### src/rtl/sfbp_pkg.sv
// shared types and constants of the stomp frame byte parser
package sfbp_pkg;

    localparam int MAX_TOKEN = 1024;
    localparam int TOKEN_W   = $clog2(MAX_TOKEN + 1);

    // parse event codes
    localparam logic [3:0] EV_NONE        = 4'd0;
    localparam logic [3:0] EV_FRAME_START = 4'd1;
    localparam logic [3:0] EV_METHOD_CHAR = 4'd2;
    localparam logic [3:0] EV_METHOD_END  = 4'd3;
    localparam logic [3:0] EV_KEY_CHAR    = 4'd4;
    localparam logic [3:0] EV_KEY_END     = 4'd5;
    localparam logic [3:0] EV_KEY_DROP    = 4'd6;
    localparam logic [3:0] EV_VALUE_CHAR  = 4'd7;
    localparam logic [3:0] EV_VALUE_END   = 4'd8;
    localparam logic [3:0] EV_BODY_BYTE   = 4'd9;
    localparam logic [3:0] EV_FRAME_END   = 4'd10;
    localparam logic [3:0] EV_ERROR       = 4'd11;

    // error codes
    localparam logic [2:0] ERR_NONE      = 3'd0;
    localparam logic [2:0] ERR_REQ_LINE  = 3'd1;
    localparam logic [2:0] ERR_METHOD    = 3'd2;
    localparam logic [2:0] ERR_FRAME     = 3'd3;
    localparam logic [2:0] ERR_TOKEN_BIG = 3'd4;

    typedef struct packed {
        logic [3:0] event_kind;
        logic [7:0] out_char;
        logic [2:0] error_code;
    } result_t;

endpackage

### src/rtl/sfbp_if.sv
// valid/ready channel interfaces for the byte input and the event output
interface sfbp_in_if;
    logic        valid;
    logic        ready;
    logic [7:0]  in_byte;
    logic [31:0] body_length;

    modport source (output valid, output in_byte, output body_length, input ready);
    modport sink   (input valid, input in_byte, input body_length, output ready);
endinterface

interface sfbp_out_if;
    logic       valid;
    logic       ready;
    logic [3:0] event_kind;
    logic [7:0] out_char;
    logic [2:0] error_code;

    modport source (output valid, output event_kind, output out_char, output error_code,
                    input ready);
    modport sink   (input valid, input event_kind, input out_char, input error_code,
                    output ready);
endinterface

### src/rtl/sfbp_step.sv
// parse state machine: one byte in, one event out, state advanced per accepted beat
module sfbp_step
    import sfbp_pkg::*;
(
    input  logic        clk,
    input  logic        rst_n,
    input  logic        take,
    input  logic [7:0]  in_byte,
    input  logic [31:0] body_length,
    output result_t     res
);

    typedef enum logic [3:0] {
        PH_IDLE       = 4'd0,
        PH_METHOD     = 4'd1,
        PH_LINE_CR    = 4'd2,
        PH_LINE_START = 4'd3,
        PH_KEY        = 4'd4,
        PH_VALUE      = 4'd5,
        PH_HDR_CR     = 4'd6,
        PH_HDR_END    = 4'd7,
        PH_BODY_LEN   = 4'd8,
        PH_BODY_NUL   = 4'd9,
        PH_FRAME_END  = 4'd10
    } phase_t;

    localparam logic [7:0] CH_NUL   = 8'h00;
    localparam logic [7:0] CH_LF    = 8'h0A;
    localparam logic [7:0] CH_CR    = 8'h0D;
    localparam logic [7:0] CH_SPACE = 8'h20;
    localparam logic [7:0] CH_BANG  = 8'h21;
    localparam logic [7:0] CH_COLON = 8'h3A;
    localparam logic [7:0] CH_A     = 8'h41;
    localparam logic [7:0] CH_Z     = 8'h5A;
    localparam logic [7:0] CH_BSL   = 8'h5C;
    localparam logic [7:0] CH_C     = 8'h63;
    localparam logic [7:0] CH_N     = 8'h6E;
    localparam logic [7:0] CH_R     = 8'h72;
    localparam logic [7:0] CH_TILDE = 8'h7E;

    phase_t             phase_reg, phase_next;
    logic               esc_reg, esc_next;
    logic [TOKEN_W-1:0] tok_reg, tok_next;
    logic [31:0]        rem_reg, rem_next;
    logic [2:0]         err_reg, err_next;

    logic [3:0]  kind;
    logic [7:0]  ch;
    logic        is_eol, is_upper, is_key_ch, is_val_ch, tok_full;
    logic        unesc_ok;
    logic [7:0]  unesc_ch;
    logic [31:0] rem_dec;

    always_comb
    begin
        is_eol    = (in_byte == CH_LF) || (in_byte == CH_CR);
        is_upper  = (in_byte >= CH_A) && (in_byte <= CH_Z);
        is_key_ch = (in_byte >= CH_BANG) && (in_byte <= CH_TILDE);
        is_val_ch = (in_byte >= CH_SPACE) && (in_byte <= CH_TILDE);
        tok_full  = tok_reg >= TOKEN_W'(MAX_TOKEN);
        rem_dec   = (rem_reg != 32'd0) ? rem_reg - 32'd1 : rem_reg;
        unesc_ok  = 1'b1;
        case (in_byte)
            CH_N:    unesc_ch = CH_LF;
            CH_R:    unesc_ch = CH_CR;
            CH_C:    unesc_ch = CH_COLON;
            CH_BSL:  unesc_ch = CH_BSL;
            default:
            begin
                unesc_ch = CH_NUL;
                unesc_ok = 1'b0;
            end
        endcase
    end

    always_comb
    begin
        phase_next = phase_reg;
        esc_next   = esc_reg;
        tok_next   = tok_reg;
        rem_next   = rem_reg;
        err_next   = err_reg;
        kind       = EV_NONE;
        ch         = CH_NUL;

        if (err_reg != ERR_NONE)
        begin
            kind = EV_ERROR;
        end
        else
        begin
            case (phase_reg)
                PH_METHOD:
                begin
                    if (is_upper)
                    begin
                        if (tok_full)
                        begin
                            err_next = ERR_TOKEN_BIG;
                            kind     = EV_ERROR;
                        end
                        else
                        begin
                            tok_next = tok_reg + TOKEN_W'(1);
                            kind     = EV_METHOD_CHAR;
                            ch       = in_byte;
                        end
                    end
                    else if (is_eol)
                    begin
                        tok_next   = '0;
                        phase_next = (in_byte == CH_LF) ? PH_LINE_START : PH_LINE_CR;
                        kind       = EV_METHOD_END;
                    end
                    else
                    begin
                        err_next = ERR_METHOD;
                        kind     = EV_ERROR;
                    end
                end
                PH_LINE_CR, PH_HDR_CR:
                begin
                    if (in_byte == CH_LF)
                    begin
                        phase_next = (phase_reg == PH_LINE_CR) ? PH_LINE_START : PH_HDR_END;
                    end
                    else
                    begin
                        err_next = ERR_REQ_LINE;
                        kind     = EV_ERROR;
                    end
                end
                PH_LINE_START:
                begin
                    if (in_byte == CH_CR)
                    begin
                        phase_next = PH_HDR_CR;
                    end
                    else if (in_byte == CH_LF)
                    begin
                        phase_next = PH_HDR_END;
                    end
                    else if (!is_key_ch)
                    begin
                        err_next = ERR_REQ_LINE;
                        kind     = EV_ERROR;
                    end
                    else if (in_byte == CH_BSL)
                    begin
                        phase_next = PH_KEY;
                        esc_next   = 1'b1;
                        tok_next   = '0;
                    end
                    else if (in_byte == CH_COLON)
                    begin
                        // empty key
                        phase_next = PH_VALUE;
                        esc_next   = 1'b0;
                        tok_next   = '0;
                        kind       = EV_KEY_END;
                    end
                    else
                    begin
                        phase_next = PH_KEY;
                        esc_next   = 1'b0;
                        tok_next   = TOKEN_W'(1);
                        kind       = EV_KEY_CHAR;
                        ch         = in_byte;
                    end
                end
                PH_KEY, PH_VALUE:
                begin
                    if (esc_reg)
                    begin
                        if (!unesc_ok)
                        begin
                            err_next = ERR_FRAME;
                            kind     = EV_ERROR;
                        end
                        else if (tok_full)
                        begin
                            err_next = ERR_TOKEN_BIG;
                            kind     = EV_ERROR;
                        end
                        else
                        begin
                            tok_next = tok_reg + TOKEN_W'(1);
                            esc_next = 1'b0;
                            kind     = (phase_reg == PH_KEY) ? EV_KEY_CHAR : EV_VALUE_CHAR;
                            ch       = unesc_ch;
                        end
                    end
                    else if (in_byte == CH_BSL)
                    begin
                        esc_next = 1'b1;
                    end
                    else if (phase_reg == PH_KEY && in_byte == CH_COLON)
                    begin
                        tok_next   = '0;
                        phase_next = PH_VALUE;
                        kind       = EV_KEY_END;
                    end
                    else if (is_eol)
                    begin
                        tok_next   = '0;
                        phase_next = (in_byte == CH_LF) ? PH_LINE_START : PH_LINE_CR;
                        kind       = (phase_reg == PH_KEY) ? EV_KEY_DROP : EV_VALUE_END;
                    end
                    else if ((phase_reg == PH_KEY) ? is_key_ch : is_val_ch)
                    begin
                        if (tok_full)
                        begin
                            err_next = ERR_TOKEN_BIG;
                            kind     = EV_ERROR;
                        end
                        else
                        begin
                            tok_next = tok_reg + TOKEN_W'(1);
                            kind     = (phase_reg == PH_KEY) ? EV_KEY_CHAR : EV_VALUE_CHAR;
                            ch       = in_byte;
                        end
                    end
                    else
                    begin
                        err_next = ERR_FRAME;
                        kind     = EV_ERROR;
                    end
                end
                PH_HDR_END:
                begin
                    // length is sampled on the first byte after the blank line
                    if (body_length != 32'd0)
                    begin
                        rem_next   = body_length - 32'd1;
                        phase_next = (body_length == 32'd1) ? PH_FRAME_END : PH_BODY_LEN;
                        kind       = EV_BODY_BYTE;
                        ch         = in_byte;
                    end
                    else if (in_byte == CH_NUL)
                    begin
                        phase_next = PH_IDLE;
                        kind       = EV_FRAME_END;
                    end
                    else
                    begin
                        phase_next = PH_BODY_NUL;
                        kind       = EV_BODY_BYTE;
                        ch         = in_byte;
                    end
                end
                PH_BODY_LEN:
                begin
                    rem_next = rem_dec;
                    if (rem_dec == 32'd0)
                    begin
                        phase_next = PH_FRAME_END;
                    end
                    kind = EV_BODY_BYTE;
                    ch   = in_byte;
                end
                PH_BODY_NUL:
                begin
                    if (in_byte == CH_NUL)
                    begin
                        phase_next = PH_IDLE;
                        kind       = EV_FRAME_END;
                    end
                    else
                    begin
                        kind = EV_BODY_BYTE;
                        ch   = in_byte;
                    end
                end
                PH_FRAME_END:
                begin
                    if (in_byte == CH_NUL)
                    begin
                        phase_next = PH_IDLE;
                        kind       = EV_FRAME_END;
                    end
                    else
                    begin
                        err_next = ERR_FRAME;
                        kind     = EV_ERROR;
                    end
                end
                default:
                begin
                    // idle, and any code outside the phase list
                    phase_next = PH_IDLE;
                    if (is_eol || in_byte == CH_NUL)
                    begin
                        kind = EV_NONE;
                    end
                    else if (is_upper)
                    begin
                        tok_next   = TOKEN_W'(1);
                        esc_next   = 1'b0;
                        phase_next = PH_METHOD;
                        kind       = EV_FRAME_START;
                        ch         = in_byte;
                    end
                    else
                    begin
                        err_next = ERR_REQ_LINE;
                        kind     = EV_ERROR;
                    end
                end
            endcase
        end

        res.event_kind = kind;
        res.out_char   = ch;
        res.error_code = (kind == EV_ERROR) ? err_next : ERR_NONE;
    end

    always_ff @(posedge clk or negedge rst_n)
    begin
        if (!rst_n)
        begin
            phase_reg <= PH_IDLE;
            esc_reg   <= 1'b0;
            tok_reg   <= '0;
            rem_reg   <= '0;
            err_reg   <= ERR_NONE;
        end
        else if (take)
        begin
            phase_reg <= phase_next;
            esc_reg   <= esc_next;
            tok_reg   <= tok_next;
            rem_reg   <= rem_next;
            err_reg   <= err_next;
        end
    end

endmodule

### src/rtl/sfbp_out_buf.sv
// result register with a skid stage in front of the event channel
module sfbp_out_buf
    import sfbp_pkg::*;
(
    input  logic       clk,
    input  logic       rst_n,
    input  logic       take,
    input  result_t    res,
    output logic       can_take,
    sfbp_out_if.source tx
);

    logic    main_valid_reg;
    logic    skid_valid_reg;
    result_t main_reg;
    result_t skid_reg;
    logic    pop;

    assign pop      = main_valid_reg && tx.ready;
    assign can_take = !skid_valid_reg;

    assign tx.valid      = main_valid_reg;
    assign tx.event_kind = main_reg.event_kind;
    assign tx.out_char   = main_reg.out_char;
    assign tx.error_code = main_reg.error_code;

    always_ff @(posedge clk or negedge rst_n)
    begin
        if (!rst_n)
        begin
            main_valid_reg <= 1'b0;
            skid_valid_reg <= 1'b0;
        end
        else if (skid_valid_reg)
        begin
            if (pop)
            begin
                main_valid_reg <= 1'b1;
                skid_valid_reg <= 1'b0;
            end
        end
        else if (take)
        begin
            if (!main_valid_reg || pop)
            begin
                main_valid_reg <= 1'b1;
            end
            else
            begin
                skid_valid_reg <= 1'b1;
            end
        end
        else if (pop)
        begin
            main_valid_reg <= 1'b0;
        end
    end

    // payload
    always_ff @(posedge clk)
    begin
        if (skid_valid_reg)
        begin
            if (pop)
            begin
                main_reg <= skid_reg;
            end
        end
        else if (take)
        begin
            if (!main_valid_reg || pop)
            begin
                main_reg <= res;
            end
            else
            begin
                skid_reg <= res;
            end
        end
    end

endmodule

### src/rtl/stomp_frame_byte_parser_core.sv
// STOMP frame byte parser: one raw byte per beat in, one parse event per beat out,
// with a throughput of one byte per clock while the skid entry of the output buffer is
// empty; the event for an accepted byte is registered into the output buffer, and the
// single parse state machine advances once per accepted byte; a two-entry output buffer
// lets the input keep flowing for one extra beat while the event side stalls.
module stomp_frame_byte_parser_core
    import sfbp_pkg::*;
(
    input  logic     clk,
    input  logic     rst_n,
    sfbp_in_if.sink  rx,
    sfbp_out_if.source tx
);

    result_t res;
    logic    can_take;
    logic    take;

    assign rx.ready = can_take;
    assign take     = rx.valid && can_take;

    sfbp_step u_step (
        .clk         (clk),
        .rst_n       (rst_n),
        .take        (take),
        .in_byte     (rx.in_byte),
        .body_length (rx.body_length),
        .res         (res)
    );

    sfbp_out_buf u_out_buf (
        .clk      (clk),
        .rst_n    (rst_n),
        .take     (take),
        .res      (res),
        .can_take (can_take),
        .tx       (tx)
    );

endmodule

### src/flat_wrapper.sv
// flat-port wrapper written by rule: the top's interface ports become plain ports
module stomp_frame_byte_parser_core_flat import sfbp_pkg::*;
  (clk, rst_n, rx_valid, rx_in_byte, rx_body_length, rx_ready, tx_valid, tx_event_kind, tx_out_char, tx_error_code, tx_ready);
  sfbp_in_if rx_i ();
  sfbp_out_if tx_i ();
  input  logic clk;
  input  logic rst_n;
  input wire logic [$bits(rx_i.valid)-1:0] rx_valid;
  input wire logic [$bits(rx_i.in_byte)-1:0] rx_in_byte;
  input wire logic [$bits(rx_i.body_length)-1:0] rx_body_length;
  output wire logic [$bits(rx_i.ready)-1:0] rx_ready;
  output wire logic [$bits(tx_i.valid)-1:0] tx_valid;
  output wire logic [$bits(tx_i.event_kind)-1:0] tx_event_kind;
  output wire logic [$bits(tx_i.out_char)-1:0] tx_out_char;
  output wire logic [$bits(tx_i.error_code)-1:0] tx_error_code;
  input wire logic [$bits(tx_i.ready)-1:0] tx_ready;
  assign rx_i.valid = rx_valid;
  assign rx_i.in_byte = rx_in_byte;
  assign rx_i.body_length = rx_body_length;
  assign rx_ready = rx_i.ready;
  assign tx_valid = tx_i.valid;
  assign tx_event_kind = tx_i.event_kind;
  assign tx_out_char = tx_i.out_char;
  assign tx_error_code = tx_i.error_code;
  assign tx_i.ready = tx_ready;
  stomp_frame_byte_parser_core u_core (.clk(clk), .rst_n(rst_n), .rx(rx_i), .tx(tx_i));
endmodule
### config.mk
export PLATFORM = sky130hd
export DESIGN_NAME = stomp_frame_byte_parser_core_flat
export DESIGN_NICKNAME = d
export VERILOG_FILES = /design/src/rtl/sfbp_pkg.sv /design/src/rtl/sfbp_if.sv /design/src/rtl/sfbp_step.sv /design/src/rtl/sfbp_out_buf.sv /design/src/rtl/stomp_frame_byte_parser_core.sv /design/src/flat_wrapper.sv
export SDC_FILE = /design/constraint.sdc
export NUM_CORES = 1
export LEC_CHECK = 0
export BUFFER_PORTS_ARGS = -buffer_cell sky130_fd_sc_hd__buf_2
export CORE_MARGIN = 3
export CORE_UTILIZATION = 38
export CTS_BUF_LIST = sky130_fd_sc_hd__clkbuf_4
export CTS_CLUSTER_DIAMETER = 200
export CTS_CLUSTER_SIZE = 30
export DETAILED_ROUTE_END_ITERATION = 10
export PLACE_DENSITY_LB_ADDON = 0.2
export SYNTH_ARGS = -nofsm -noshare
export SYNTH_HDL_FRONTEND = slang
export SYNTH_SLANG_ARGS = --single-unit
### constraint.sdc
create_clock -name clk -period 6.84 [get_ports clk]
set_clock_uncertainty 0.15 [all_clocks]
set_input_delay 0.684 -clock clk [delete_from_list [all_inputs] [get_ports clk]]
set_output_delay 0.684 -clock clk [all_outputs]
set_load 0.05 [all_outputs]
==> reports/results.ini <==
[synthesis]
ys_seq_elements = 83
synth-compound-area-share = 0.254
yosysTopAreaCellShare = 0.203
synth_area_leaders = dfrtp_1 (20%), edfxtp_1 (14%), nor2_1 (4.9%), a21oi_1 (4.4%), o21ai_0 (3.8%)
ys_warn_count = 0
syn-cell-area_um2 = 6530
syn_inst = 804
synthMuxAreaShare = 0.0259
yosysSeqAreaShare = 0.341
synth_cell_types = 83
synth_edf_count = 30
synth_top_family_by_area = simple AND/OR/NAND/NOR gates
ys.flop_type = dfrtp_1
yosysTopAreaCell = dfrtp_1
synth_area_per_cell_um2 = 8.13
synth-async-reset-ratio = 0.639
synth-simple-area-share = 0.278
synth_fa_ha_area_frac = 0.0115
yosys.area_share.xor_xnor = 0.0442
syn_nets = 854

[die]
coreArea_um2 = 16700
rows = 47
dieArea_um2 = 18800
dieHeight_um = 137
io_pins = 61
initial_core_util = 0.391
die_x_um = 137

[layout]
layout-drive-gt1-share = 0.140
largest_register_ffs = 32
area_growth_pct = 8.71
fin_nets = 881
fill_cells = 1735

[drt]
routed_wl_um = 18900
post_drt_via_cell_ratio = 5.98
drc = 0
final_antenna_net_count = 0
drt_iter0_drc = 576
route.vias.total = 6318
drt-pass1-iter-count = 6
wl_per_cell_um = 17.8

[pwr]
swShare = 0.414
peakVddDrop_mv = 0.165
leakage_nw = 2.85
clkPwrFrac = 0.211
p_int_w = 0.000827
p_comb_frac = 0.327
switchingPower_w = 0.000585
seqPwrFrac = 0.462
power.density_nw_per_um2 = 199
p_total_w = 0.00141

[global_routing]
grt_antenna_before_repair = 1
grt_pass1_vias = 6012
gr-usage-all-layers = 0.206
grt_overflow = 0
grt_start_max_net_pins = 54
grt_pass1_wl_um = 31100

[cts]
clkTransAtPathRegs_ns = 0.20
htree_num_levels = 3
clkSinkCount = 83
cts_buffers = 9
root_buffer = clkbuf_4
post_cts_buffers = 0
holdBufCountCts = 0
cts.repair.resized = 0
worstSkewPairLatency_ns = 0.51
cts.path.max_buffers = 2
cts_tree = done

[sta]
clock.fmax_mhz = 271
setup_viol = 0
rsz0062_at_grt = false
tns_ns = 0
fin_crit_sh = 0.539
report.final.slew_viol_count = 0
slew_headroom = 0.281
hold_violations = 0
finalCriticalPeriod_ns = 3.69
worst-slew-pin-transition_ns = 1.08

[setup_path]
critPathCaptureType = flip-flop
path_buf_inv = 1
critPathSlowestCell = a211o_1
setup.worst_path.start = rx_body_length[24]
critPathMaxStageDelay_ns = 0.87
required_ns = 7.03
critPathTopFamily = simple AND/OR/NAND/NOR gates
crit_type = in2reg
path_cells = buf_2, or4_4, or4b_4, or4_4, nor3_2, a211o_1, nor2_1, nor2_1, a21oi_1
path_max_fanout = 35
ff2ff_setup_slack_ns = 3.26
r2r-start = u_core.u_step.phase_reg[2]$_DFFE_PN0P_
cp-start-kind = input port
arrival_ns = 3.87

[placed_design]
place_hpwl_um = 13600
routabilityCongestion = 0.940
port_buffers = 60

[min_path]
hp-class = in2async

[outcome]
status = completed

[flow_run]
cap_violations = 0

==> Yosys cell counts (8+ instances only) <==
cell      count
a21oi_1      58
a31oi_1      13
and2_1        9
clkbuf_1     44
dfrtp_1      53
edfxtp_1     30
inv_1        24
mux2_2       10
nand2_1      61
nand2b_1     12
nand3_1      24
nand4_1       8
nor2_1       85
nor3_1       32
nor4_1       18
o21ai_0      49
o21ai_1      19
o22a_1        8
o22ai_1      10
o31ai_1      17
or3_1        17
xnor2_1      10
xor2_1       23
==> layout make-up <==
type                       instances  area [um^2]  share of cell area
clock buffer                       9         67.6             0.00951
timing repair buffer              68          360              0.0507
inverter                          24         90.1              0.0127
clock inverter                     7         62.6             0.00881
tap                              220          275              0.0388
sequential                        83         2230               0.314
antenna                            1         2.50            0.000352
multi-input combinational        645         4020               0.566
==> layout by cell type, fill, tap and decap left out, types with 12 or more instances in the layout <==
master,synthesis,layout
a21oi_1,58,58
a31oi_1,13,13
buf_2,5,60
dfrtp_1,53,53
edfxtp_1,30,30
inv_1,24,24
nand2_1,61,61
nand2b_1,12,12
nand3_1,24,24
nor2_1,85,85
nor3_1,32,31
nor4_1,18,18
o21ai_0,49,49
o21ai_1,19,19
o31ai_1,17,17
or3_1,17,17
xor2_1,23,23
==> path summary, 6_finish.rpt <==
kind                                                                   to  cells past startpoint
worst max-delay path                u_core.u_step.rem_reg[28]$_DFFE_PN0P_                      9
worst min-delay path                 u_core.u_step.tok_reg[8]$_DFFE_PN0P_                      2
worst max register to register  u_core.u_out_buf.tx.out_char[1]$_DFFE_PP_                      8
worst min register to register       u_core.u_step.tok_reg[6]$_DFFE_PN0P_                      1
max in group asynchronous           u_core.u_step.rem_reg[25]$_DFFE_PN0P_                      2
min in group clk                u_core.u_out_buf.skid_valid_reg$_DFF_PN0_                      2
==> logic make-up after synthesis <==
| family | Yosys count |
|---|---|
| AOI/OAI and AO/OA | 253 |
| xor gates and xnor gates | 33 |
| buffers and inverters | 76 |
| muxes | 15 |
| adders and majority gates | 6 |
| and+or+nand+nor | 338 |
| DFF | 83 |
==> layer usage <==
metal,track usage,share of wire
met4,0.0748,0.025
met1,0.269,0.44
met2,0.342,0.49
met5,0,0
met3,0.0346,0.048
==> stage by stage <==
stage           util  hold slack (ns)  cells  instance area, um^2  setup WS, ns
6_report       0.425            0.126   1057                 7100          3.15
5_1_grt        0.425            0.188   1057                 7100          2.94
4_1_cts        0.425            0.149   1056                 7100          3.18
3_5_place_dp   0.417            0.316   1040                 6970          2.64
3_3_place_gp   0.417            0.320   1040                 6970          2.71
2_1_floorplan      -            0.238    804                 6530          3.39
==> power groups by stage <==
stage | registers, W | clock network (W) | logic, W
2_1_floorplan | 0.000774 | 0 | 0.000227
6_report | 0.000652 | 0.000298 | 0.000461
3_3_place_gp | 0.000662 | 0 | 0.000464
3_5_place_dp | 0.000663 | 0 | 0.000464
4_1_cts | 0.000652 | 0.000308 | 0.000465
5_1_grt | 0.000664 | 0.000322 | 0.000505
(Power assumes the default switching activity.)
